**config.mk**
```make
export PLATFORM = sky130hd
export DESIGN_NAME = polyphonic_adsr_envelope
export DESIGN_NICKNAME = d
export VERILOG_FILES = /design/src/pae_pkg.sv /design/src/polyphonic_adsr_envelope.sv /design/src/pae_cfg_regs.sv /design/src/pae_voice_mem.sv /design/src/pae_datapath.sv
export SDC_FILE = /design/constraint.sdc
export NUM_CORES = 2
export LEC_CHECK = 0
export ABC_AREA = 1
export BUFFER_PORTS_ARGS = -buffer_cell sky130_fd_sc_hd__buf_2
export CELL_PAD_IN_SITES_DETAIL_PLACEMENT = 1
export CELL_PAD_IN_SITES_GLOBAL_PLACEMENT = 1
export CORE_ASPECT_RATIO = 0.9
export CORE_MARGIN = 2
export CORE_UTILIZATION = 55
export CTS_BUF_LIST = sky130_fd_sc_hd__clkbuf_4
export DETAILED_ROUTE_END_ITERATION = 16
export PLACE_DENSITY = 0.85
export SYNTH_ARGS = -nofsm -noshare
export SYNTH_HDL_FRONTEND = slang
export SYNTH_SLANG_ARGS = --single-unit
```
**constraint.sdc**
```tcl
create_clock -name clk_i -period 15.9 [get_ports clk_i]
set_clock_uncertainty 0.1 [all_clocks]
set_input_delay 0 -clock clk_i [delete_from_list [all_inputs] [get_ports clk_i]]
set_output_delay 0 -clock clk_i [all_outputs]
set_load 0.1 [all_outputs]
```
**src/pae_pkg.sv**
```systemverilog
// Package for the polyphonic envelope block: codes, fixed-point constants,
// per-voice entry, config, control and result structs. No dependencies.
`timescale 1ns / 1ps

package pae_pkg;

  localparam int unsigned COEF_W     = 25;
  localparam int unsigned LVL_W      = 16;
  localparam int unsigned SMP_W      = 16;
  localparam int unsigned CFG_IDX_W  = 3;
  localparam int unsigned CFG_DATA_W = 25;

  localparam logic [COEF_W-1:0] ONE_Q24        = 25'd16777216;
  localparam logic [LVL_W-1:0]  FULL_Q15       = 16'd32768;
  localparam logic [LVL_W-1:0]  REL_END_THRESH = 16'd3;
  localparam logic [LVL_W-1:0]  POS_MAX        = 16'd32767;

  localparam logic [COEF_W-1:0] ATTACK_RST  = 25'd2461;
  localparam logic [COEF_W-1:0] DECAY_RST   = 25'd1747627;
  localparam logic [LVL_W-1:0]  SUSTAIN_RST = 16'd24576;
  localparam logic [COEF_W-1:0] RELEASE_RST = 25'd1747627;

  typedef enum logic [1:0] {
    OP_KEY_ON,
    OP_KEY_OFF,
    OP_SAMPLE,
    OP_CONTROL
  } opcode_e;

  typedef enum logic [2:0] {
    PH_IDLE,
    PH_ATTACK,
    PH_DECAY,
    PH_SUSTAIN,
    PH_RELEASE,
    PH_DONE
  } phase_e;

  typedef enum logic [CFG_IDX_W-1:0] {
    REG_ATTACK,
    REG_DECAY,
    REG_SUSTAIN,
    REG_RELEASE,
    REG_END_FLAG
  } reg_idx_e;

  typedef enum logic [2:0] {
    S_IDLE,
    S_CALC,
    S_UPD,
    S_MULA,
    S_MULB,
    S_OUT
  } state_e;

  typedef struct packed {
    logic [COEF_W-1:0] attack_coef;
    logic [COEF_W-1:0] decay_coef;
    logic [LVL_W-1:0]  sustain_level;
    logic [COEF_W-1:0] release_coef;
    logic              end_flag_en;
  } cfg_t;

  typedef struct packed {
    logic [LVL_W-1:0]  level;
    logic [LVL_W-1:0]  target;
    logic [COEF_W-1:0] coef;
    phase_e            phase;
    logic [LVL_W-1:0]  velocity;
  } entry_t;

  typedef struct packed {
    logic ld_in;
    logic ld_calc;
    logic ld_upd;
    logic ld_mula;
    logic ld_mulb;
  } ctrl_t;

  typedef struct packed {
    logic [SMP_W-1:0] sample;
    phase_e           phase;
    logic [LVL_W-1:0] level;
    logic             ended;
  } result_t;

endpackage

```
**src/polyphonic_adsr_envelope.sv**
```systemverilog
// Top level of the polyphonic envelope: sequencer, output register and
// instances of the register file, voice memory and datapath. Depends on pae_pkg.
`timescale 1ns / 1ps

// Each item runs through these steps in order: the voice entry is read from
// the state memory (registered read), the rate times distance product is
// formed, the level is updated and the entry written back, the sample is
// scaled by level and then by velocity, and the result moves into the output
// register. The next item is taken once that result has left the sequencer,
// so the block takes no new item before the last one is in the output
// register. A result waiting in the output register does not stall the next
// item until its own result is ready. Voice state is zero after reset through
// per-entry valid bits, so no clearing pass is needed.
module polyphonic_adsr_envelope #(
  parameter int unsigned NUM_VOICES = 16
) (
  input  logic                           clk_i,
  input  logic                           rst_ni,
  input  logic                           cfg_we_i,
  input  logic [pae_pkg::CFG_IDX_W-1:0]  cfg_idx_i,
  input  logic [pae_pkg::CFG_DATA_W-1:0] cfg_wdata_i,
  input  logic                           in_valid_i,
  output logic                           in_ready_o,
  input  logic [1:0]                     opcode_i,
  input  logic [3:0]                     voice_index_i,
  input  logic [15:0]                    velocity_in_i,
  input  logic signed [15:0]             sample_in_i,
  output logic                           out_valid_o,
  input  logic                           out_ready_i,
  output logic signed [15:0]             sample_out_o,
  output logic [2:0]                     phase_o,
  output logic [15:0]                    level_o,
  output logic                           voice_ended_o
);
  import pae_pkg::*;

  localparam int unsigned ADDR_W = (NUM_VOICES > 1) ? $clog2(NUM_VOICES) : 1;
  localparam int unsigned MAX_V  = NUM_VOICES - 1;

  state_e            state_q, state_d;
  ctrl_t             ctrl;
  cfg_t              cfg;
  entry_t            rd_entry, wr_entry;
  result_t           res;
  logic              accept;
  logic              out_load;
  logic [8:0]        vext, vclamp;
  logic [ADDR_W-1:0] addr_in, addr_q;
  logic              out_valid_q, out_valid_d;
  result_t           out_q;

  assign vext    = {5'd0, voice_index_i};
  assign vclamp  = (vext > 9'(MAX_V)) ? 9'(MAX_V) : vext;
  assign addr_in = vclamp[ADDR_W-1:0];

  assign in_ready_o = (state_q == S_IDLE);
  assign accept     = in_valid_i && in_ready_o;
  assign out_load   = (state_q == S_OUT) && (!out_valid_q || out_ready_i);

  always_comb begin
    state_d      = state_q;
    ctrl.ld_in   = 1'b0;
    ctrl.ld_calc = 1'b0;
    ctrl.ld_upd  = 1'b0;
    ctrl.ld_mula = 1'b0;
    ctrl.ld_mulb = 1'b0;
    case (state_q)
      S_IDLE: begin
        if (in_valid_i) begin
          ctrl.ld_in = 1'b1;
          state_d    = S_CALC;
        end
      end
      S_CALC: begin
        ctrl.ld_calc = 1'b1;
        state_d      = S_UPD;
      end
      S_UPD: begin
        ctrl.ld_upd = 1'b1;
        state_d     = S_MULA;
      end
      S_MULA: begin
        ctrl.ld_mula = 1'b1;
        state_d      = S_MULB;
      end
      S_MULB: begin
        ctrl.ld_mulb = 1'b1;
        state_d      = S_OUT;
      end
      S_OUT: begin
        if (out_load) begin
          state_d = S_IDLE;
        end
      end
      default: state_d = S_IDLE;
    endcase
  end

  always_ff @(posedge clk_i or negedge rst_ni) begin
    if (!rst_ni) begin
      state_q     <= S_IDLE;
      out_valid_q <= 1'b0;
    end else begin
      state_q     <= state_d;
      out_valid_q <= out_valid_d;
    end
  end

  always_comb begin
    out_valid_d = out_valid_q;
    if (out_load) begin
      out_valid_d = 1'b1;
    end else if (out_ready_i) begin
      out_valid_d = 1'b0;
    end
  end

  always_ff @(posedge clk_i) begin
    if (accept) begin
      addr_q <= addr_in;
    end
    if (out_load) begin
      out_q <= res;
    end
  end

  pae_cfg_regs u_cfg_regs (
    .clk_i       (clk_i),
    .rst_ni      (rst_ni),
    .cfg_we_i    (cfg_we_i),
    .cfg_idx_i   (cfg_idx_i),
    .cfg_wdata_i (cfg_wdata_i),
    .cfg_o       (cfg)
  );

  pae_voice_mem #(
    .NUM_VOICES (NUM_VOICES),
    .ADDR_W     (ADDR_W)
  ) u_voice_mem (
    .clk_i     (clk_i),
    .rst_ni    (rst_ni),
    .rd_en_i   (accept),
    .rd_addr_i (addr_in),
    .rd_data_o (rd_entry),
    .wr_en_i   (ctrl.ld_upd),
    .wr_addr_i (addr_q),
    .wr_data_i (wr_entry)
  );

  pae_datapath u_datapath (
    .clk_i      (clk_i),
    .rst_ni     (rst_ni),
    .cfg_i      (cfg),
    .ctrl_i     (ctrl),
    .opcode_i   (opcode_i),
    .sample_i   (sample_in_i),
    .velocity_i (velocity_in_i),
    .rd_entry_i (rd_entry),
    .wr_entry_o (wr_entry),
    .result_o   (res)
  );

  assign out_valid_o   = out_valid_q;
  assign sample_out_o  = out_q.sample;
  assign phase_o       = out_q.phase;
  assign level_o       = out_q.level;
  assign voice_ended_o = out_q.ended;

  // a pending result is only replaced in the cycle it transfers
  a_no_overwrite: assert property (@(posedge clk_i) disable iff (!rst_ni)
    (out_load && out_valid_q) |-> out_ready_i)
    else $error("output register overwritten before transfer");

  // an accepted item always reaches write-back, via calc
  a_accept_to_upd: assert property (@(posedge clk_i) disable iff (!rst_ni)
    accept |=> ##1 (state_q == S_UPD))
    else $error("sequencer skipped the entry update");

endmodule

```
**src/pae_cfg_regs.sv**
```systemverilog
// Global envelope registers with range clamping on write.
// Depends on pae_pkg.
`timescale 1ns / 1ps

module pae_cfg_regs (
  input  logic                           clk_i,
  input  logic                           rst_ni,
  input  logic                           cfg_we_i,
  input  logic [pae_pkg::CFG_IDX_W-1:0]  cfg_idx_i,
  input  logic [pae_pkg::CFG_DATA_W-1:0] cfg_wdata_i,
  output pae_pkg::cfg_t                  cfg_o
);
  import pae_pkg::*;

  cfg_t                cfg_q, cfg_d;
  logic [COEF_W-1:0]   coef_clamped;
  logic [LVL_W-1:0]    sus_clamped;

  assign coef_clamped = (cfg_wdata_i > ONE_Q24) ? ONE_Q24 : cfg_wdata_i;
  assign sus_clamped  = (cfg_wdata_i[LVL_W-1:0] > FULL_Q15) ? FULL_Q15
                                                             : cfg_wdata_i[LVL_W-1:0];

  always_comb begin
    cfg_d = cfg_q;
    if (cfg_we_i) begin
      case (reg_idx_e'(cfg_idx_i))
        REG_ATTACK:   cfg_d.attack_coef   = coef_clamped;
        REG_DECAY:    cfg_d.decay_coef    = coef_clamped;
        REG_SUSTAIN:  cfg_d.sustain_level = sus_clamped;
        REG_RELEASE:  cfg_d.release_coef  = coef_clamped;
        REG_END_FLAG: cfg_d.end_flag_en   = cfg_wdata_i[0];
        default: ;
      endcase
    end
  end

  always_ff @(posedge clk_i or negedge rst_ni) begin
    if (!rst_ni) begin
      cfg_q.attack_coef   <= ATTACK_RST;
      cfg_q.decay_coef    <= DECAY_RST;
      cfg_q.sustain_level <= SUSTAIN_RST;
      cfg_q.release_coef  <= RELEASE_RST;
      cfg_q.end_flag_en   <= 1'b1;
    end else begin
      cfg_q <= cfg_d;
    end
  end

  assign cfg_o = cfg_q;

endmodule

```
**src/pae_voice_mem.sv**
```systemverilog
// Per-voice state memory, one write and one registered read port.
// Entries read as zero (idle voice) until first written. Depends on pae_pkg.
`timescale 1ns / 1ps

module pae_voice_mem #(
  parameter int unsigned NUM_VOICES = 16,
  parameter int unsigned ADDR_W     = (NUM_VOICES > 1) ? $clog2(NUM_VOICES) : 1
) (
  input  logic              clk_i,
  input  logic              rst_ni,
  input  logic              rd_en_i,
  input  logic [ADDR_W-1:0] rd_addr_i,
  output pae_pkg::entry_t   rd_data_o,
  input  logic              wr_en_i,
  input  logic [ADDR_W-1:0] wr_addr_i,
  input  pae_pkg::entry_t   wr_data_i
);
  import pae_pkg::*;

  entry_t                mem [NUM_VOICES];
  logic [NUM_VOICES-1:0] vld_q;
  entry_t                rd_data_q;
  logic                  rd_vld_q;

  always_ff @(posedge clk_i) begin
    if (wr_en_i) begin
      mem[wr_addr_i] <= wr_data_i;
    end
    if (rd_en_i) begin
      rd_data_q <= mem[rd_addr_i];
    end
  end

  always_ff @(posedge clk_i or negedge rst_ni) begin
    if (!rst_ni) begin
      vld_q    <= '0;
      rd_vld_q <= 1'b0;
    end else begin
      if (wr_en_i) begin
        vld_q[wr_addr_i] <= 1'b1;
      end
      if (rd_en_i) begin
        rd_vld_q <= vld_q[rd_addr_i];
      end
    end
  end

  assign rd_data_o = rd_vld_q ? rd_data_q : '0;

  // the sequencer never reads an entry in the cycle it is written back
  a_no_rw_collision: assert property (@(posedge clk_i) disable iff (!rst_ni)
    !(rd_en_i && wr_en_i && (rd_addr_i == wr_addr_i)))
    else $error("read and write of the same voice entry in one cycle");

endmodule

```
**src/pae_datapath.sv**
```systemverilog
// Envelope step and sample scaling datapath: coefficient multiply, level
// update, two chained scaling multiplies, rounding and saturation.
// Depends on pae_pkg.
`timescale 1ns / 1ps

module pae_datapath (
  input  logic                      clk_i,
  input  logic                      rst_ni,
  input  pae_pkg::cfg_t             cfg_i,
  input  pae_pkg::ctrl_t            ctrl_i,
  input  logic [1:0]                opcode_i,
  input  logic [pae_pkg::SMP_W-1:0] sample_i,
  input  logic [pae_pkg::LVL_W-1:0] velocity_i,
  input  pae_pkg::entry_t           rd_entry_i,
  output pae_pkg::entry_t           wr_entry_o,
  output pae_pkg::result_t          result_o
);
  import pae_pkg::*;

  localparam int unsigned P1_W = COEF_W + LVL_W;
  localparam int unsigned PA_W = SMP_W + LVL_W;
  localparam int unsigned PB_W = PA_W + LVL_W;

  opcode_e           op_q;
  logic [SMP_W-1:0]  smp_q;
  logic [LVL_W-1:0]  vel_q;
  entry_t            ent_q;
  logic [LVL_W-1:0]  dist_q;
  logic              up_q;
  logic [P1_W-1:0]   p1_q;
  entry_t            nxt_d, nxt_q;
  logic              ended_d, ended_q;
  logic [PA_W-1:0]   pa_q;
  logic [PB_W-1:0]   pb_q;

  logic [LVL_W-1:0]  rd_dist;
  logic              rd_up;
  logic [P1_W:0]     p1_rnd;
  logic [P1_W-24:0]  step;
  logic [LVL_W-1:0]  lvl_stepped;
  logic              neg;
  logic [SMP_W-1:0]  mag;
  logic [PB_W:0]     pb_rnd;
  logic [PB_W-30:0]  r;
  logic [SMP_W-1:0]  sat;

  // distance to target of the entry just read
  assign rd_up   = rd_entry_i.target >= rd_entry_i.level;
  assign rd_dist = rd_up ? (rd_entry_i.target - rd_entry_i.level)
                         : (rd_entry_i.level - rd_entry_i.target);

  always_ff @(posedge clk_i) begin
    if (ctrl_i.ld_in) begin
      op_q  <= opcode_e'(opcode_i);
      smp_q <= sample_i;
      vel_q <= (velocity_i > FULL_Q15) ? FULL_Q15 : velocity_i;
    end
    if (ctrl_i.ld_calc) begin
      ent_q  <= rd_entry_i;
      dist_q <= rd_dist;
      up_q   <= rd_up;
      p1_q   <= rd_entry_i.coef * rd_dist;
    end
    if (ctrl_i.ld_upd) begin
      nxt_q   <= nxt_d;
      ended_q <= ended_d;
    end
    if (ctrl_i.ld_mula) begin
      pa_q <= mag * nxt_q.level;
    end
    if (ctrl_i.ld_mulb) begin
      pb_q <= pa_q * nxt_q.velocity;
    end
  end

  // one-pole step, at least one lsb when moving, never past the target
  always_comb begin
    p1_rnd = {1'b0, p1_q} + (P1_W+1)'(1 << 23);
    step   = p1_rnd[P1_W:24];
    if ((ent_q.coef != '0) && (dist_q != '0) && (step == '0)) begin
      step = (P1_W-23)'(1);
    end
    if (step > (P1_W-23)'(dist_q)) begin
      step = (P1_W-23)'(dist_q);
    end
    lvl_stepped = up_q ? (ent_q.level + step[LVL_W-1:0])
                       : (ent_q.level - step[LVL_W-1:0]);
  end

  always_comb begin
    nxt_d   = ent_q;
    ended_d = 1'b0;
    case (op_q)
      OP_KEY_ON: begin
        nxt_d.level    = '0;
        nxt_d.target   = FULL_Q15;
        nxt_d.phase    = PH_ATTACK;
        nxt_d.coef     = cfg_i.attack_coef;
        nxt_d.velocity = vel_q;
      end
      OP_KEY_OFF: begin
        nxt_d.target = '0;
        nxt_d.phase  = PH_RELEASE;
        nxt_d.coef   = cfg_i.release_coef;
      end
      OP_SAMPLE: begin
        nxt_d.level = lvl_stepped;
      end
      OP_CONTROL: begin
        case (ent_q.phase)
          PH_ATTACK: begin
            if (ent_q.level >= ent_q.target) begin
              nxt_d.coef   = cfg_i.decay_coef;
              nxt_d.target = cfg_i.sustain_level;
              nxt_d.phase  = PH_DECAY;
            end
          end
          PH_DECAY: begin
            if (ent_q.level <= cfg_i.sustain_level) begin
              nxt_d.coef  = '0;
              nxt_d.phase = PH_SUSTAIN;
            end
          end
          PH_RELEASE: begin
            if (ent_q.level <= REL_END_THRESH) begin
              nxt_d.phase = PH_DONE;
              ended_d     = cfg_i.end_flag_en;
            end
          end
          default: ;
        endcase
      end
      default: ;
    endcase
  end

  assign neg = smp_q[SMP_W-1];
  assign mag = neg ? (~smp_q + SMP_W'(1)) : smp_q;

  // round half away from zero on the magnitude, then saturate per sign
  always_comb begin
    pb_rnd = {1'b0, pb_q} + (PB_W+1)'(1 << 29);
    r      = pb_rnd[PB_W:30];
    if (neg) begin
      sat = (r > (PB_W-29)'(FULL_Q15)) ? FULL_Q15 : r[SMP_W-1:0];
      sat = ~sat + SMP_W'(1);
    end else begin
      sat = (r > (PB_W-29)'(POS_MAX)) ? POS_MAX : r[SMP_W-1:0];
    end
  end

  assign wr_entry_o      = nxt_d;
  assign result_o.sample = (op_q == OP_SAMPLE) ? sat : '0;
  assign result_o.phase  = nxt_q.phase;
  assign result_o.level  = nxt_q.level;
  assign result_o.ended  = ended_q;

  a_level_in_range: assert property (@(posedge clk_i) disable iff (!rst_ni)
    ctrl_i.ld_upd |=> (nxt_q.level <= FULL_Q15))
    else $error("envelope level above full scale");

  a_ended_only_done: assert property (@(posedge clk_i) disable iff (!rst_ni)
    ctrl_i.ld_upd |=> (!ended_q || (nxt_q.phase == PH_DONE)))
    else $error("voice ended flag without done phase");

endmodule

```
## After elaboration in Yosys (flattened, before gate mapping)

Memories as Yosys holds them, arrays and structs flattened. A register that Yosys moved wholly into a read port is not among the register bits.
Index checks and enable logic that the tools add are counted.

| cells by class | value |
|---|---|
| shift-type cells | 0 |
| multiply operators | 3 |
| divide/modulo/power cells | 0 |
| equality and inequality tests | 17 |
| bitwise gates (word level) | 3 |
| add/subtract/negate cells | 8 |
| reductions and logical operators | 21 |
| mux-type cells | 38 |
| magnitude comparators | 14 |

Operators with widths:

| operator | count |
|---|---|
| $mux 16 | 10 |
| $pmux 44 s3 | 1 |
| $mux 76 | 1 |
| $pmux 25 s2 | 1 |
| $add 48x30->49 const B | 1 |
| $mul 32x16->48 | 1 |
| $sub 16x16->16 | 3 |
| $mux 44 | 1 |
| $add 41x24->42 const B | 1 |
| $mul 25x16->41 | 1 |
| $add 16x1->16 const B | 2 |
| $ge 16x16->1 | 2 |
| $gt 16x16->1 const B | 2 |
| $mul 16x16->32 | 1 |
| $not 16->16 | 2 |
| $pmux 16 s2 | 1 |
| $mux 28 | 1 |
| $gt 25x25->1 const B | 1 |
| $mux 25 | 1 |
| $reduce_bool 25->1 | 1 |
| $gt 19x15->1 const B | 1 |
| $gt 19x16->1 const B | 1 |
| $gt 18x16->1 | 1 |
| $logic_not 18->1 | 1 |
| 30 further kinds | 65 |

| word-level totals | value |
|---|---|
| output and inout bits | 38 |
| logic and storage cells | 136 |
| RAM bits | 1216 |
| ROM bits | 0 |
| memories kept | 1 |
| bits in latches | 0 |
| register bits after elaboration | 437 |
| input bits | 71 |

Memory list:

| name | words | bits a word | read ports | clocked after memory_dff | wr ports | line | RTL |
|---|---|---|---|---|---|---|---|
| u_voice_mem.mem | 16 | 76 | 1 | 1 | 1 | pae_voice_mem.sv:20 | `entry_t mem [NUM_VOICES];` |

## Longest topological paths before layout

| depth | value |
|---|---|
| word-level depth | 9 |
| gate-level depth with buffers | 50 |
| depth with buffers taken out | 50 |

## Cells and area by module

From an unflattened synthesis, not the netlist that was laid out.

| unflattened totals | value |
|---|---|
| cells, all modules | 10916 |
| area total of the unflattened synthesis | 108550.4 µm² |

Modules (own cells, without submodules):

| module | cells each | seq. area each (µm²) | area each (µm²) | times used |
|---|---|---|---|---|
| pae_datapath | 6553 | 6966.7 | 52079.9 | 1 |
| pae_voice_mem | 3861 | 39222.6 | 51270.4 | 1 |
| pae_cfg_regs | 430 | 2344.7 | 3778.6 | 1 |
| polyphonic_adsr_envelope | 72 | 1301.2 | 1421.4 | 1 |

## Least setup slack after synthesis

OpenSTA, ideal clock, no wires.

| timing | value |
|---|---|
| path kind | reg2reg |
| from | register u_voice_mem.rd_vld_q |
| to | register u_datapath.p1_q[36] (data pin) |
| setup time | 0.262 ns |
| path buffers | 5 |
| required time | 15.538 ns |
| clock period less this slack | 8.069 ns |
| cell stages (with the launch flop) | 38 |
| path slack | 7.831 ns |
| data arrival time | 7.708 ns |
| path through | dfrtp_1 clkbuf_1 clkbuf_1 clkbuf_1 nand2_1 ha_1 fa_1 o21ai_2 nand2_1 nand2_1 nand2_1 nand3_2 nand2_1 o21ai_1 clkbuf_1 buf_1 nand2_1 fa_1 (+2 left out) inv_1 fa_1 inv_1 fa_1 fa_1 inv_1 fa_1 inv_1 ha_1 a21oi_1 inv_1 a21oi_1 o21ai_0 nor2_1 nand2_1 a21oi_1 o21ai_1 xor2_1 |

| on the way | value |
|---|---|
| longest elaborated chain between the ends | 4 |
| elaborated cells on any way between the ends | 6 |

Ends and longest elaborated chain:

| element | line | RTL |
|---|---|---|
| from (decl) | pae_voice_mem.sv:23 | `logic rd_vld_q;` |
| from (signal assigned) | pae_voice_mem.sv:43 | `rd_vld_q <= vld_q[rd_addr_i];` |
| $mux 76 (*) | pae_voice_mem.sv:48 | `assign rd_data_o = rd_vld_q ? rd_data_q : '0;` |
| $sub 16x16->16 (tied with other cells) | pae_datapath.sv:50 | `: (rd_entry_i.level - rd_entry_i.target);` |
| $mux 16 (*) | pae_datapath.sv:49 | `assign rd_dist = rd_up ? (rd_entry_i.target - rd_entry_i.level)` |
| named net u_datapath.rd_dist[1] | pae_datapath.sv:36 | `logic [LVL_W-1:0] rd_dist;` |
| $mul 25x16->41 (*) | pae_datapath.sv:62 | `p1_q <= rd_entry_i.coef * rd_dist;` |
| to (signal assigned) | pae_datapath.sv:62 |  |
| to (decl) | pae_datapath.sv:30 | `logic [P1_W-1:0] p1_q;` |

The timed path passes the listed nets; every way through them passes the cells marked *.
A chain may end at the register's enable or synchronous reset.

## Worst setup path after layout

| timing | value |
|---|---|
| from | register u_datapath.smp_q[0] |
| to | register u_datapath.pa_q[31] (data pin) |

| on the way | value |
|---|---|
| longest elaborated chain between the ends | 4 |

Ends and longest elaborated chain:

| element | line | RTL |
|---|---|---|
| from (decl) | pae_datapath.sv:25 | `logic [SMP_W-1:0] smp_q;` |
| from (signal assigned) | pae_datapath.sv:55 | `smp_q <= sample_i;` |
| $not 16->16 | pae_datapath.sv:138 | `assign mag = neg ? (~smp_q + SMP_W'(1)) : smp_q;` |
| $add 16x1->16 | pae_datapath.sv:138 |  |
| $mux 16 (*) | pae_datapath.sv:138 |  |
| $mul 16x16->32 (*) | pae_datapath.sv:69 | `pa_q <= mag * nxt_q.level;` |
| to (signal assigned) | pae_datapath.sv:69 |  |
| to (decl) | pae_datapath.sv:33 | `logic [PA_W-1:0] pa_q;` |

Every way passes the cells marked *; elsewhere a longest branch is shown, timed or not.

==> flow_summary.toml <==
[global_routing]
grt_pass1_wl_um = 618000
antenna_found_initial = 21
grt_max_degree = 227
grt_pass1_vias = 97300
gr-total-overflow = 0
track_usage_pct = 41.6

[place]
port_buffers = 108
dpl.hpwl_um = 245000
gp_congestion = 0.927

[clock_tree]
clk_pin_slew_ns = 0.08
cts_tree = "done"
cts_setup_buffers = 0
cts_root_buf = "clkbuf_4"
clock_latency_ns = 1.49
cts_hold_buf = 251
ctsHtreeMaxLevel = 5
cts_buffers = 427
ctsResizeCount = 0
cts_sinks = 1677
clockBufferDepth = 4

[critical_path]
end_kind = "register"
ff2ff_path_depth = 37
worstSetupStartpointType = "register"
cp.arrival_ns = 11.38
critPathSlowestCell = "inv_1"
startpoint = "u_datapath.smp_q[0]"
crit_path_max_fanout = 18
required_ns = 16.92
cp-endpoint = "u_datapath.pa_q[31]"
r2r_start = "u_datapath.smp_q[0]"
crit_type = "register to register"
reg2reg_slack_ns = 5.54
crit_top_cell = "inv_1"
timing.rr.end = "u_datapath.pa_q[31]"
max_stage_delay_ns = 0.67

[timing]
slew_violations = 0
hold_viol = 0
fmax_mhz = 96.5
setup_violations = 0
rsz0062_at_grt = "no"
min_period_ns = 10.36
period_share_pct = 65.2
totalNegativeSetupSlack_ns = 0
max-slew-margin-rel_pct = 2.57
tightest_slew_ns = 1.46

[die]
rows = 154
dieArea_mm2 = 0.201
core_mm2 = 0.196
io_pins = 109
dieHeight_um = 425
start_util_pct = 55.3
die_w_um = 472

[cells_and_area]
layout-drive-gt1-share_pct = 9.31
fillerInstances = 21000
final_common_cell = "inv_1"
area_growth_pct = 10.1
finish.net_count = 12300
final_cell_mix = "1923 x inv_1, 1823 x nand2_1, 1564 x edfxtp_1, 933 x fa_1, 604 x o21ai_0"

[detailed_routing]
drt-pass1-iter-count = 6
viasPerCell = 6.36
ant_nets = 0
avgRoutedWirePerCell_um = 30.4
drt_wl_total_um = 417000
drc_errors = 0
drt_iter0_drc = 10600
vias = 87300

[synth]
synth_top_area_share_pct = 43.4
syn_avg_cell_area_um2 = 10.4
yosys.area.top_type = "edfxtp_1"
yosys_most_used_dff = "edfxtp_1"
syn_inst = 10400
synth_seq_cells = 1677
synth.distinct_cells = 71
synth_nets = 11800
synth-edff-count = 1564
seq_area_frac_synth_pct = 46.0
synth_async_sr_flop_share_pct = 6.74
synth_top_cells_by_area = "edfxtp_1 43%, fa_1 17%, inv_1 6.7%, nand2_1 6.3%, ha_1 5.0%"
syn_area_mm2 = 0.108
yosys_warnings = 0

[worst_hold_path]
hold_class = "primary input to register"
min_path_cells = 6

[run_status]
outcome = "finished clean"

[flow_run]
drv_cap = 0
==> state kept, by name, summed over array words and instances, names as in the netlist <==
name and cells:
u_datapath.ended_q 1, u_datapath.op_q 2, u_datapath.result_o 19, u_datapath.smp_q 16, u_datapath.up_q 1, u_datapath.nxt_q 16
level_o 16, state_q 3, u_datapath.p1_q 18, u_datapath.ent_q 76, phase_o 3, u_voice_mem.mem 1216
u_cfg_regs.cfg_o 92, u_datapath.vel_q 16, u_voice_mem.vld_q 16, u_datapath.pb_q 19, u_voice_mem.rd_data_q 76, addr_q 4
u_datapath.pa_q 32, voice_ended_o 1, u_voice_mem.rd_vld_q 1, sample_out_o 16, out_valid_o 1, u_datapath.dist_q 16
==> synth_stat cells (all sizes together) (17+ instances only) <==
master,count
buf,75
dfstp,34
inv,1931
nor2,576
o21a,22
xnor2,39
edfxtp,1564
nand3,245
mux2i,304
clkinv,18
nor3,46
or2,17
ha,430
a31oi,35
xor2,95
o21ai,632
nor4,20
fa,933
nand4,40
clkbuf,417
a221oi,26
o211ai,318
dfrtp,79
a21oi,545
nand2,1833
==> per-stage QoR <==
stage	instances	utilization [%]	cell area, um^2	hold slack [ns]	setup WS (ns)
finish	13700	60.9	119000	0.110	5.54
detailed placement	12700	57.0	112000	-0.0758	5.94
global route	13700	60.9	119000	0.0925	5.09
CTS	13700	60.9	119000	0.000466	5.86
global placement	12700	57.0	112000	-0.0762	6.36
floorplan	10400	-	108000	-0.396	7.83
==> routing by layer <==
| metal | up-vias | GRT usage, % | wire length [um] |
|---|---|---|---|
| met5 | - | 0 | 204 |
| met4 | 20 | 31.2 | 35800 |
| met3 | 2237 | 9.44 | 41500 |
| met2 | 6327 | 68.0 | 198000 |
| met1 | 43700 | 48.2 | 142000 |
| li1 | 35000 | - | - |
==> logic make-up after synthesis <==
logic type	synth area share [%]
buf+inv	8.55
mux	2.98
simple gates	10.4
compound gates	8.79
fa+ha+maj	22.2
flops	46.0
xor+xnor	1.09
==> how the worst min path moves through the flow <==
stage	slack, ns	from	end
global placement	-0.08	rst_ni	u_cfg_regs.cfg_o[85]
floorplan	-0.40	rst_ni	out_valid_o
finish	0.11	voice_index_i[0]	u_voice_mem.rd_data_q[52]
global route	0.09	cfg_wdata_i[8]	u_cfg_regs.cfg_o[34]
detailed placement	-0.08	rst_ni	u_cfg_regs.cfg_o[85]
CTS	0.0005	cfg_wdata_i[8]	u_cfg_regs.cfg_o[34]
==> final cells by class <==
class	count	area (um^2)	area share [%]
Sequential cell	1677	49800	41.8
Tap cell	2574	3220	2.70
Clock inverter	127	636	0.533
Antenna cell	14	35.0	0.0294
Clock buffer	596	4470	3.75
Inverter	1949	7330	6.15
Multi-Input combinational cell	6267	49500	41.5
Timing Repair Buffer	507	4270	3.58
==> worst max-delay path: cells and delay by family, from the launching register on <==
| kind | cells | cell delay [ns] |
|---|---|---|
| simple gates | 8 | 1.50 |
| xor+xnor | 2 | 0.76 |
| flops | 1 | 0.38 |
| compound gates | 6 | 1.62 |
| fa+ha+maj | 8 | 3.79 |
| buf+inv | 13 | 1.88 |
Power is not shown: default switching activity piles up to over one toggle a cycle in this logic, so the estimate is an artifact.
